### src/hdl/crmf_pkg.sv
// ----------------------------------------------------------------------------
// Clamped running median filter package
// Window size, reset values, controller types and the sample clamp function.
// ----------------------------------------------------------------------------
`default_nettype none

package crmf_pkg;

    // Default window size and clamp limit after reset.
    localparam int          WINDOW_DEF  = 5;
    localparam logic [14:0] CLAMP_RESET = 15'd1500;

    // Controller states.
    typedef enum logic [1:0] {
        ST_IDLE,
        ST_SCAN,
        ST_FINISH
    } crmf_state_t;

    // Commands from the controller to the datapath.
    typedef struct packed {
        logic write;
        logic scan;
        logic load;
    } crmf_cmd_t;

    // Status from the datapath to the controller.
    typedef struct packed {
        logic scan_last;
    } crmf_stat_t;

    // Clamp a signed sample to the range [-lim, +lim].
    function automatic logic signed [15:0] clamp_sample(
        input logic signed [15:0] s,
        input logic [14:0]        lim
    );
        logic signed [16:0] s_ext;
        logic signed [16:0] lim_pos;
        logic signed [16:0] lim_neg;
        logic signed [16:0] res;
        s_ext   = {s[15], s};
        lim_pos = {2'b00, lim};
        lim_neg = -lim_pos;
        if (s_ext > lim_pos)
            res = lim_pos;
        else if (s_ext < lim_neg)
            res = lim_neg;
        else
            res = s_ext;
        return res[15:0];
    endfunction

endpackage

`default_nettype wire

### src/hdl/crmf_ctrl.sv
// ----------------------------------------------------------------------------
// Clamped running median filter controller
// Sequences window write, rank scan and output load; owns the output valid.
// ----------------------------------------------------------------------------
`default_nettype none

module crmf_ctrl (
    input  wire logic                 clk,
    input  wire logic                 rst_n,
    input  wire logic                 s_tvalid,
    output logic                      s_tready,
    output logic                      m_tvalid,
    input  wire logic                 m_tready,
    output crmf_pkg::crmf_cmd_t       cmd,
    input  wire crmf_pkg::crmf_stat_t stat
);

    crmf_pkg::crmf_state_t state_reg;
    crmf_pkg::crmf_state_t state_next;
    logic                  out_valid_reg;
    logic                  out_valid_next;

    // State and output valid registers.
    always_ff @(posedge clk or negedge rst_n)
    begin
        if (!rst_n)
        begin
            state_reg     <= crmf_pkg::ST_IDLE;
            out_valid_reg <= 1'b0;
        end
        else
        begin
            state_reg     <= state_next;
            out_valid_reg <= out_valid_next;
        end
    end

    // Next state and commands.
    always_comb
    begin
        state_next     = state_reg;
        cmd            = '0;
        s_tready       = 1'b0;
        out_valid_next = out_valid_reg && !m_tready;
        case (state_reg)
            crmf_pkg::ST_IDLE:
            begin
                s_tready = 1'b1;
                if (s_tvalid)
                begin
                    cmd.write  = 1'b1;
                    state_next = crmf_pkg::ST_SCAN;
                end
            end
            crmf_pkg::ST_SCAN:
            begin
                cmd.scan = 1'b1;
                if (stat.scan_last)
                    state_next = crmf_pkg::ST_FINISH;
            end
            crmf_pkg::ST_FINISH:
            begin
                // Load only when the output register is empty or being emptied.
                if (!out_valid_reg || m_tready)
                begin
                    cmd.load       = 1'b1;
                    out_valid_next = 1'b1;
                    state_next     = crmf_pkg::ST_IDLE;
                end
            end
            default:
            begin
                state_next = crmf_pkg::ST_IDLE;
            end
        endcase
    end

    assign m_tvalid = out_valid_reg;

endmodule

`default_nettype wire

### src/hdl/crmf_dp.sv
// ----------------------------------------------------------------------------
// Clamped running median filter datapath
// Clamp register, two sample windows, a rank-compare scan unit per axis
// and the output data register.
// ----------------------------------------------------------------------------
`default_nettype none

module crmf_dp #(
    parameter int WINDOW = crmf_pkg::WINDOW_DEF
) (
    input  wire logic                 clk,
    input  wire logic                 rst_n,
    input  wire logic                 cfg_wen,
    input  wire logic [14:0]          cfg_wdata,
    input  wire logic [31:0]          s_tdata,
    input  wire crmf_pkg::crmf_cmd_t  cmd,
    output crmf_pkg::crmf_stat_t      stat,
    output logic [31:0]               m_tdata
);

    localparam int                IDX_W    = $clog2(WINDOW);
    localparam logic [IDX_W-1:0]  MID_IDX  = IDX_W'(WINDOW >> 1);
    localparam logic [IDX_W-1:0]  LAST_IDX = IDX_W'(WINDOW - 1);

    logic [14:0]        clamp_reg;
    logic signed [15:0] win_x_reg [WINDOW];
    logic signed [15:0] win_y_reg [WINDOW];
    logic [IDX_W-1:0]   wpos_reg;
    logic [IDX_W-1:0]   cnt_reg;
    logic signed [15:0] med_x_reg;
    logic signed [15:0] med_y_reg;
    logic [31:0]        out_data_reg;

    logic signed [15:0] samp_x;
    logic signed [15:0] samp_y;
    logic signed [15:0] cand_x;
    logic signed [15:0] cand_y;
    logic [IDX_W-1:0]   rank_x;
    logic [IDX_W-1:0]   rank_y;

    // Clamped samples of the incoming item.
    assign samp_x = crmf_pkg::clamp_sample(s_tdata[15:0], clamp_reg);
    assign samp_y = crmf_pkg::clamp_sample(s_tdata[31:16], clamp_reg);

    // Stable rank of the candidate: smaller entries, plus equal entries
    // at lower positions. Exactly one entry has the middle rank.
    always_comb
    begin
        cand_x = win_x_reg[cnt_reg];
        cand_y = win_y_reg[cnt_reg];
        rank_x = '0;
        rank_y = '0;
        for (int j = 0; j < WINDOW; j++)
        begin
            if ((win_x_reg[j] < cand_x) ||
                ((win_x_reg[j] == cand_x) && (IDX_W'(j) < cnt_reg)))
                rank_x = rank_x + 1'b1;
            if ((win_y_reg[j] < cand_y) ||
                ((win_y_reg[j] == cand_y) && (IDX_W'(j) < cnt_reg)))
                rank_y = rank_y + 1'b1;
        end
    end

    assign stat.scan_last = (cnt_reg == LAST_IDX);

    // Clamp limit, windows, write position and scan counter.
    always_ff @(posedge clk or negedge rst_n)
    begin
        if (!rst_n)
        begin
            clamp_reg <= crmf_pkg::CLAMP_RESET;
            wpos_reg  <= '0;
            cnt_reg   <= '0;
            for (int i = 0; i < WINDOW; i++)
            begin
                win_x_reg[i] <= '0;
                win_y_reg[i] <= '0;
            end
        end
        else
        begin
            if (cfg_wen)
                clamp_reg <= cfg_wdata;
            if (cmd.write)
            begin
                win_x_reg[wpos_reg] <= samp_x;
                win_y_reg[wpos_reg] <= samp_y;
                wpos_reg <= (wpos_reg == LAST_IDX) ? '0 : wpos_reg + 1'b1;
                cnt_reg  <= '0;
            end
            else if (cmd.scan)
            begin
                cnt_reg <= (cnt_reg == LAST_IDX) ? '0 : cnt_reg + 1'b1;
            end
        end
    end

    // Median capture during the scan and the output data register.
    always_ff @(posedge clk)
    begin
        if (cmd.scan && (rank_x == MID_IDX))
            med_x_reg <= cand_x;
        if (cmd.scan && (rank_y == MID_IDX))
            med_y_reg <= cand_y;
        if (cmd.load)
            out_data_reg <= {med_y_reg, med_x_reg};
    end

    assign m_tdata = out_data_reg;

endmodule

`default_nettype wire

### src/hdl/clamped_running_median_filter.sv
// ----------------------------------------------------------------------------
// Clamped running median filter
// Clamps X and Y velocity samples, keeps a circular window per axis and
// returns the median of each window for every input item.
// ----------------------------------------------------------------------------
//  Channel   Direction  Payload (low bits first)          Handshake
//  s_*       in         vel_x_sample, vel_y_sample        tvalid/tready
//  m_*       out        median_x, median_y                tvalid/tready
//  cfg_*     in         clamp_limit                       cfg_wen strobe
//
//  An accepted item is written into both windows, then each window entry
//  is rank-scanned in turn in the per-axis compare units, then the result
//  is loaded into the output register.
//  The next item is accepted as soon as the result is loaded, even while
//  it still waits at the output; a stalled output holds the scan at its end.
//  Reset clears both windows to zero, the write position, and sets the
//  clamp limit to 1500.
// ----------------------------------------------------------------------------
`default_nettype none

module clamped_running_median_filter #(
    parameter int WINDOW = crmf_pkg::WINDOW_DEF
) (
    input  wire logic        clk,
    input  wire logic        rst_n,
    input  wire logic        cfg_wen,
    input  wire logic [14:0] cfg_wdata,    // clamp_limit
    input  wire logic        s_tvalid,
    output logic             s_tready,
    input  wire logic [31:0] s_tdata,      // [15:0] vel_x_sample, [31:16] vel_y_sample
    output logic             m_tvalid,
    input  wire logic        m_tready,
    output logic [31:0]      m_tdata       // [15:0] median_x, [31:16] median_y
);

    crmf_pkg::crmf_cmd_t  cmd;
    crmf_pkg::crmf_stat_t stat;

    // Sequencing.
    crmf_ctrl u_ctrl (
        .clk      (clk),
        .rst_n    (rst_n),
        .s_tvalid (s_tvalid),
        .s_tready (s_tready),
        .m_tvalid (m_tvalid),
        .m_tready (m_tready),
        .cmd      (cmd),
        .stat     (stat)
    );

    // Windows and median search.
    crmf_dp #(
        .WINDOW (WINDOW)
    ) u_dp (
        .clk       (clk),
        .rst_n     (rst_n),
        .cfg_wen   (cfg_wen),
        .cfg_wdata (cfg_wdata),
        .s_tdata   (s_tdata),
        .cmd       (cmd),
        .stat      (stat),
        .m_tdata   (m_tdata)
    );

endmodule

`default_nettype wire

### config.mk
export PLATFORM = sky130hd
export DESIGN_NAME = clamped_running_median_filter
export DESIGN_NICKNAME = d
export VERILOG_FILES = /design/src/hdl/crmf_pkg.sv /design/src/hdl/crmf_ctrl.sv /design/src/hdl/crmf_dp.sv /design/src/hdl/clamped_running_median_filter.sv
export SDC_FILE = /design/constraint.sdc
export NUM_CORES = 1
export LEC_CHECK = 0
export BUFFER_PORTS_ARGS = -buffer_cell sky130_fd_sc_hd__buf_2
export CAP_MARGIN = 0
export CORE_MARGIN = 5
export CORE_UTILIZATION = 40
export DETAILED_ROUTE_END_ITERATION = 8
export GPL_TIMING_DRIVEN = 1
export PLACE_DENSITY = 0.61
export SLEW_MARGIN = 0
export SYNTH_ARGS = -nofsm -noshare
export SYNTH_HDL_FRONTEND = slang
export SYNTH_SLANG_ARGS = --single-unit
### constraint.sdc
create_clock -name clk -period 17.2 [get_ports clk]
set_input_delay 0.86 -clock clk [delete_from_list [all_inputs] [get_ports clk]]
set_output_delay 0.86 -clock clk [all_outputs]
set_load 0.05 [all_outputs]
== Word-level counts from Yosys, hierarchy flattened ==
Index checks and enable logic that the tools add are counted.

* Add/sub/neg operators: 11
* Multipliers: 0
* Div/mod/pow operators: 0
* Order comparisons: 22
* Equal/unequal tests: 19
* Shifts and indexed selects: 0
* Muxes and demuxes: 40
* Bitwise operators: 2
* Reductions and logical operators: 30

{| class="wikitable"
|+ Operator list
! operator !! number
|-
| 80-bit bitwise mux || 2
|-
| 16-bit equality test || 10
|-
| 16-bit < comparator || 10
|-
| 16-bit two-way mux || 9
|-
| 16-bit binary-select mux with 3-bit select || 2
|-
| 16-bit demux with 3-bit select || 1
|-
| 3-bit two-way mux || 12
|-
| 16-bit by 17-bit < comparator with 1-bit output || 2
|-
| 16-bit greater-than comparator || 2
|-
| 3-bit by 1-bit adder with 3-bit output, second input constant || 8
|-
| 15-bit negator with 17-bit output || 1
|-
| 1-bit logical AND || 14
|-
| 1-bit logical OR || 11
|-
| 1-bit two-way mux || 10
|-
| 4-bit greater-or-equal comparator, second input constant || 2
|-
| 3-bit NOT with 4-bit output || 2
|-
| 3-bit by 2-bit equality test with 1-bit output, second input constant || 2
|-
| 3-bit equality test, second input constant || 2
|-
| 1-bit by 3-bit < comparator with 1-bit output, first input constant || 2
|-
| 2-bit by 3-bit < comparator with 1-bit output, first input constant || 2
|-
| 2-bit two-way mux || 3
|-
| 2-bit case mux with 3 select lines || 1
|-
| 1-bit by 1-bit adder with 2-bit output, second input constant || 2
|-
| 4-bit by 1-bit < comparator with 1-bit output, second input constant || 1
|-
| other kinds (9) || 11
|}

* Register bits: 248
* Latch bits: 0
* Memory bits (writable): 0
* ROM bits: 0
* Input port bits: 52
* Output and inout bits: 34
* Memories kept: 0

== Longest topological paths before layout ==
* Depth in word-level cells: 18
* Mapped depth: 25

== By module ==
From an unflattened synthesis, not the netlist that was laid out.

* Cells, all modules: 1731
* Area total of the unflattened synthesis: 16772.3 um^2

{| class="wikitable"
|+ By module, submodules not included
! module !! times used !! cells an instance !! area each (um^2)
|-
| crmf_dp || 1 || 1717 || 16613.4
|-
| crmf_ctrl || 1 || 14 || 158.9
|}

== Worst setup path after synthesis ==
Ideal clock, no wire load.

* Kind: reg-to-reg
* Start: register u_dp.cnt_reg[0]
* End: register u_dp.med_y_reg[0] (enable)
* Setup time: 397 ps
* Data arrival time: 5763 ps
* Slack: 11040 ps
* Stages on the path, launching flop included: 23
* Path buffers: 3
* Period minus slack after synthesis: 6160 ps
* Cells stage by stage: dfrtp_1 > clkbuf_1 > buf_1 > buf_1 > mux2i_1 > o22a_1 > ha_1 > nor2b_1 > o21a_1 > o21a_1 > o21a_1 > o21a_1 > o21ai_0 > a21o_1 > nand3_1 > ha_1 > xnor2_1 > ha_1 > mux2_2 > ha_1 > o211a_1 > or3_1 > a22oi_1

* Longest elaborated chain between the ends: 18

{| class="wikitable"
|+ RTL lines
! element !! RTL line !! source
|-
| start: declaration || crmf_dp.sv:29 || <nowiki>logic [IDX_W-1:0] cnt_reg;</nowiki>
|-
| start signal: assignment || crmf_dp.sv:93 || <nowiki>cnt_reg <= (cnt_reg == LAST_IDX) ? '0 : cnt_reg + 1'b1;</nowiki>
|-
| branches (longest 15 deep; another with 16-bit < comparator) || - ||
|-
| 3-bit two-way mux (*) || crmf_dp.sv:58 || <nowiki>if ((win_y_reg[j] < cand_y) ||</nowiki>
|-
| 3-bit by 2-bit equality test with 1-bit output (*) || crmf_dp.sv:103 || <nowiki>if (cmd.scan && (rank_y == MID_IDX))</nowiki>
|-
| 1-bit logical AND (*) || crmf_dp.sv:103 ||
|-
| end signal: assignment || crmf_dp.sv:104 || <nowiki>med_y_reg <= cand_y;</nowiki>
|-
| end: declaration || crmf_dp.sv:31 || <nowiki>logic signed [15:0] med_y_reg;</nowiki>
|}

Mark *: on every way between the ends. The select of a mux whose other input is x is not followed.
A chain may end at the register's enable or synchronous reset.

== Final worst setup path ==
* Start: register u_dp.cnt_reg[0]
* End: register u_dp.med_x_reg[2] (enable)

* Longest elaborated chain between the ends: 18

{| class="wikitable"
|+ RTL lines
! element !! RTL line !! source
|-
| 3-bit NOT with 4-bit output (implied by the code) (*) || crmf_dp.sv:49 || <nowiki>cand_x = win_x_reg[cnt_reg];</nowiki>
|-
| 16-bit binary-select mux with 3-bit select (*) || crmf_dp.sv:49 ||
|-
| 16-bit two-way mux (implied by the code) (*) (2 in series) || crmf_dp.sv:49 ||
|-
| net u_dp.cand_x[0] || crmf_dp.sv:36 || <nowiki>logic signed [15:0] cand_x;</nowiki>
|-
| branches (longest 11 deep; another with 16-bit < comparator) || - ||
|-
| 3-bit two-way mux (*) || crmf_dp.sv:55 || <nowiki>if ((win_x_reg[j] < cand_x) ||</nowiki>
|-
| 3-bit by 2-bit equality test with 1-bit output (*) || crmf_dp.sv:101 || <nowiki>if (cmd.scan && (rank_x == MID_IDX))</nowiki>
|-
| 1-bit logical AND (*) || crmf_dp.sv:101 ||
|-
| end signal: assignment || crmf_dp.sv:102 || <nowiki>med_x_reg <= cand_x;</nowiki>
|-
| end: declaration || crmf_dp.sv:30 || <nowiki>logic signed [15:0] med_x_reg;</nowiki>
|}

Mark *: on every way through the listed nets, which the timed path passes. The select of a mux whose other input is x is not followed.

==> results.json <==
{
  "synthArstFlopShare_pct": 74.2,
  "multi_input_area_sq_um": 9790,
  "hold_viol": 0,
  "cts_hold_buf": 0,
  "htreeDepth": 1,
  "cts_tree": "built",
  "post-route-drc-count": 0,
  "post-cts-setup-buffers": 0,
  "antenna_cells": 0,
  "port-buffer-count": 85,
  "critPathSlowestCell": "dfrtp_2",
  "mostFrequentLayoutCells": "ha_1, dfrtp_1, mux2_2",
  "nets": 1987,
  "fmax_mhz": 148,
  "dieWidth_um": 215,
  "cts_buffer_depth": 3,
  "grt_pass1_wl_um": 77700,
  "track_usage_pct": 21.0,
  "r2r_setup_slack_ns": 10.45,
  "finalCritPeriodShare_pct": 39.2,
  "hpwl_um": 36700,
  "cp.arrival_ns": 7.02,
  "synth_warnings": 0,
  "die_area_sq_um": 46400,
  "crit_required_ns": 17.46,
  "leakage_uw": 0.00857,
  "core.rowCount": 75,
  "dp.cells": 2208,
  "io_pins": 86,
  "dr.pass1.iters": 6,
  "crit_top_cell": "ha_1",
  "cts.clk_slew.worst_paths_ns": 0.06,
  "seq_area_sq_um": 6540,
  "area_delta_synth_final_pct": 11.8,
  "grt_pass1_vias": 13287,
  "ys_seq_area_share_pct": 38.7,
  "finalCriticalPeriod_ns": 6.75,
  "synth_ff_type": "dfrtp_1",
  "worstHoldPathType": "in2async",
  "cts_resized": 0,
  "final_core_util_pct": 45.1,
  "antenna_found_initial": 0,
  "cts_sinks": 248,
  "worst_setup_path_end_kind": "flip-flop",
  "ys_ff_latch": 248,
  "post_synth.cell_area_avg_sq_um": 10.3,
  "power_density_nw_per_um2": 242,
  "gp_congestion": 0.917,
  "core_sq_um": 41900,
  "finalMaxSlewViolations": 0,
  "worst_slew_pin_slew_ns": 1.15,
  "dieHeight_um": 215,
  "yosysUniqueCellTypes": 65,
  "start_kind": "flip-flop",
  "rsz0062_at_grt": "no",
  "synthCells": 1635,
  "power.total_uw": 4560,
  "start_util_pct": 40.3,
  "clock_latency_ns": 0.57,
  "cts_buffers": 29,
  "syn_area_sq_um": 16900,
  "overflow": 0,
  "ant_nets": 0,
  "syn_nets": 1922,
  "max_stage_delay_ns": 0.82,
  "vias": 13229,
  "path_class": "reg2reg",
  "cp_max_fo": 32,
  "slew-limit-headroom_pct": 22.9,
  "finalSetupViolCount": 0,
  "wl_per_cell_um": 21.8,
  "setup-tns-final_ns": 0,
  "root_buffer": "clkbuf_16",
  "stdcell_count": 2261,
  "outcome": "completed",
  "drtIter0Drc": 1201,
  "cap_violations": 0,
  "final_common_cell": "ha_1",
  "ir_drop_uv": 208,
  "wl_um": 49300,
  "grt_max_degree": 106,
  "finClkSkew_ns": 0.0156,
  "nFillCells": 3997,
  "viasPerCell": 5.85,
  "drive_gt1_share_pct": 17.5,
  "synth-edff-count": 64
}
[report_power, final]
part | switching [uW] | total (uW) | internal [uW]
Clock | 257 | 624 | 367
Combinational | 1560 | 2720 | 1160
Sequential | 240 | 1220 | 975
Total | 2060 | 4560 | 2500
[worst paths after layout]
| check | start | end | cells past startpoint |
|---|---|---|---|
| setup / recovery | u_dp.cnt_reg[0]$_DFFE_PN0P_ | u_dp.med_x_reg[2]$_DFFE_PP_ | 25 |
| hold / removal | rst_n | u_dp.win_y_reg[72]$_DFFE_PN0P_ | 1 |
| setup reg to reg | u_dp.cnt_reg[0]$_DFFE_PN0P_ | u_dp.med_x_reg[2]$_DFFE_PP_ | 25 |
| hold reg to reg | u_dp.med_x_reg[14]$_DFFE_PP_ | u_dp.m_tdata[14]$_DFFE_PP_ | 0 |
| max in group asynchronous | rst_n | u_dp.cnt_reg[2]$_DFFE_PN0P_ | 2 |
| min in group clk | u_dp.med_x_reg[14]$_DFFE_PP_ | u_dp.m_tdata[14]$_DFFE_PP_ | 0 |
[critical path, delay by kind of cell, from the launching register on]
kind                     cells  cell delay, ns
AO/OA/AOI/OAI                8            2.08
XOR/XNOR                     1            0.39
adder cells (fa/ha/maj)      4            1.02
buffers and inverters        3            0.91
flip-flops                   1            0.82
multiplexers                 1            0.32
AND/OR/NAND/NOR              8            0.88
[metrics by stage]
stage | hold WS, ns | instance area (sq um) | setup WS (ns)
after floorplan | 0.400 | 16900 | 11.04
after global placement | 0.402 | 17900 | 10.61
after detailed placement | 0.405 | 17900 | 10.51
after CTS | 0.419 | 18900 | 10.47
after global routing | 0.422 | 18900 | 10.12
final | 0.403 | 18900 | 10.45
[metal layers]
layer	track usage [%]	routed length, um
met5	0	0
met4	6.46	1470
met3	3.69	3130
met2	31.6	21100
met1	30.8	23600
[synth_stat cells (all sizes together), types with 4 or more instances]
| cell type | number | area, sq um |
|---|---|---|
| dfstp | 7 | 184 |
| and4 | 4 | 35.0 |
| o21a | 28 | 210 |
| clkbuf | 61 | 229 |
| nand3 | 49 | 245 |
| nand2b | 8 | 50.1 |
| o21ai | 98 | 490 |
| nor4 | 13 | 81.3 |
| inv | 88 | 330 |
| dfrtp | 177 | 4430 |
| o211ai | 11 | 82.6 |
| o22a | 30 | 263 |
| a211oi | 19 | 143 |
| buf | 8 | 30.0 |
| mux2 | 128 | 1440 |
| xnor2 | 10 | 87.6 |
| nor2 | 87 | 327 |
| and3 | 9 | 56.3 |
| o221ai | 17 | 149 |
| nor3 | 15 | 75.1 |
| ha | 235 | 2940 |
| a21o | 40 | 300 |
| edfxtp | 64 | 1920 |
| a2111oi | 5 | 43.8 |
| mux2i | 67 | 671 |
| nand2 | 99 | 372 |
| a31oi | 32 | 200 |
| nand4 | 41 | 263 |
| nor2b | 22 | 138 |
| o22ai | 5 | 31.3 |
| a21oi | 95 | 479 |
| o31ai | 14 | 105 |
[cell families (layout without fill, tap and decap cells)]
| family | after synthesis | after routing | synth area share, % |
|---|---|---|---|
| and+or+nand+nor | 362 | 362 | 10.5 |
| AOI/OAI and AO/OA | 426 | 426 | 16.5 |
| DFF | 248 | 248 | 38.7 |
| buffers and inverters | 157 | 244 | 3.49 |
| xor gates and xnor gates | 12 | 12 | 0.794 |
| adders and majority gates | 235 | 235 | 17.4 |
| muxes | 195 | 195 | 12.5 |
[final cells by class]
| cell class | count | area share [%] |
|---|---|---|
| multi-input cells | 1230 | 51.9 |
| flip-flops and latches | 248 | 34.7 |
| clock buffers | 40 | 4.39 |
| well taps | 539 | 3.57 |
| repair buffers | 103 | 3.02 |
| inverters | 88 | 1.75 |
| clock inverters | 13 | 0.710 |
(Power assumes the default switching activity.)
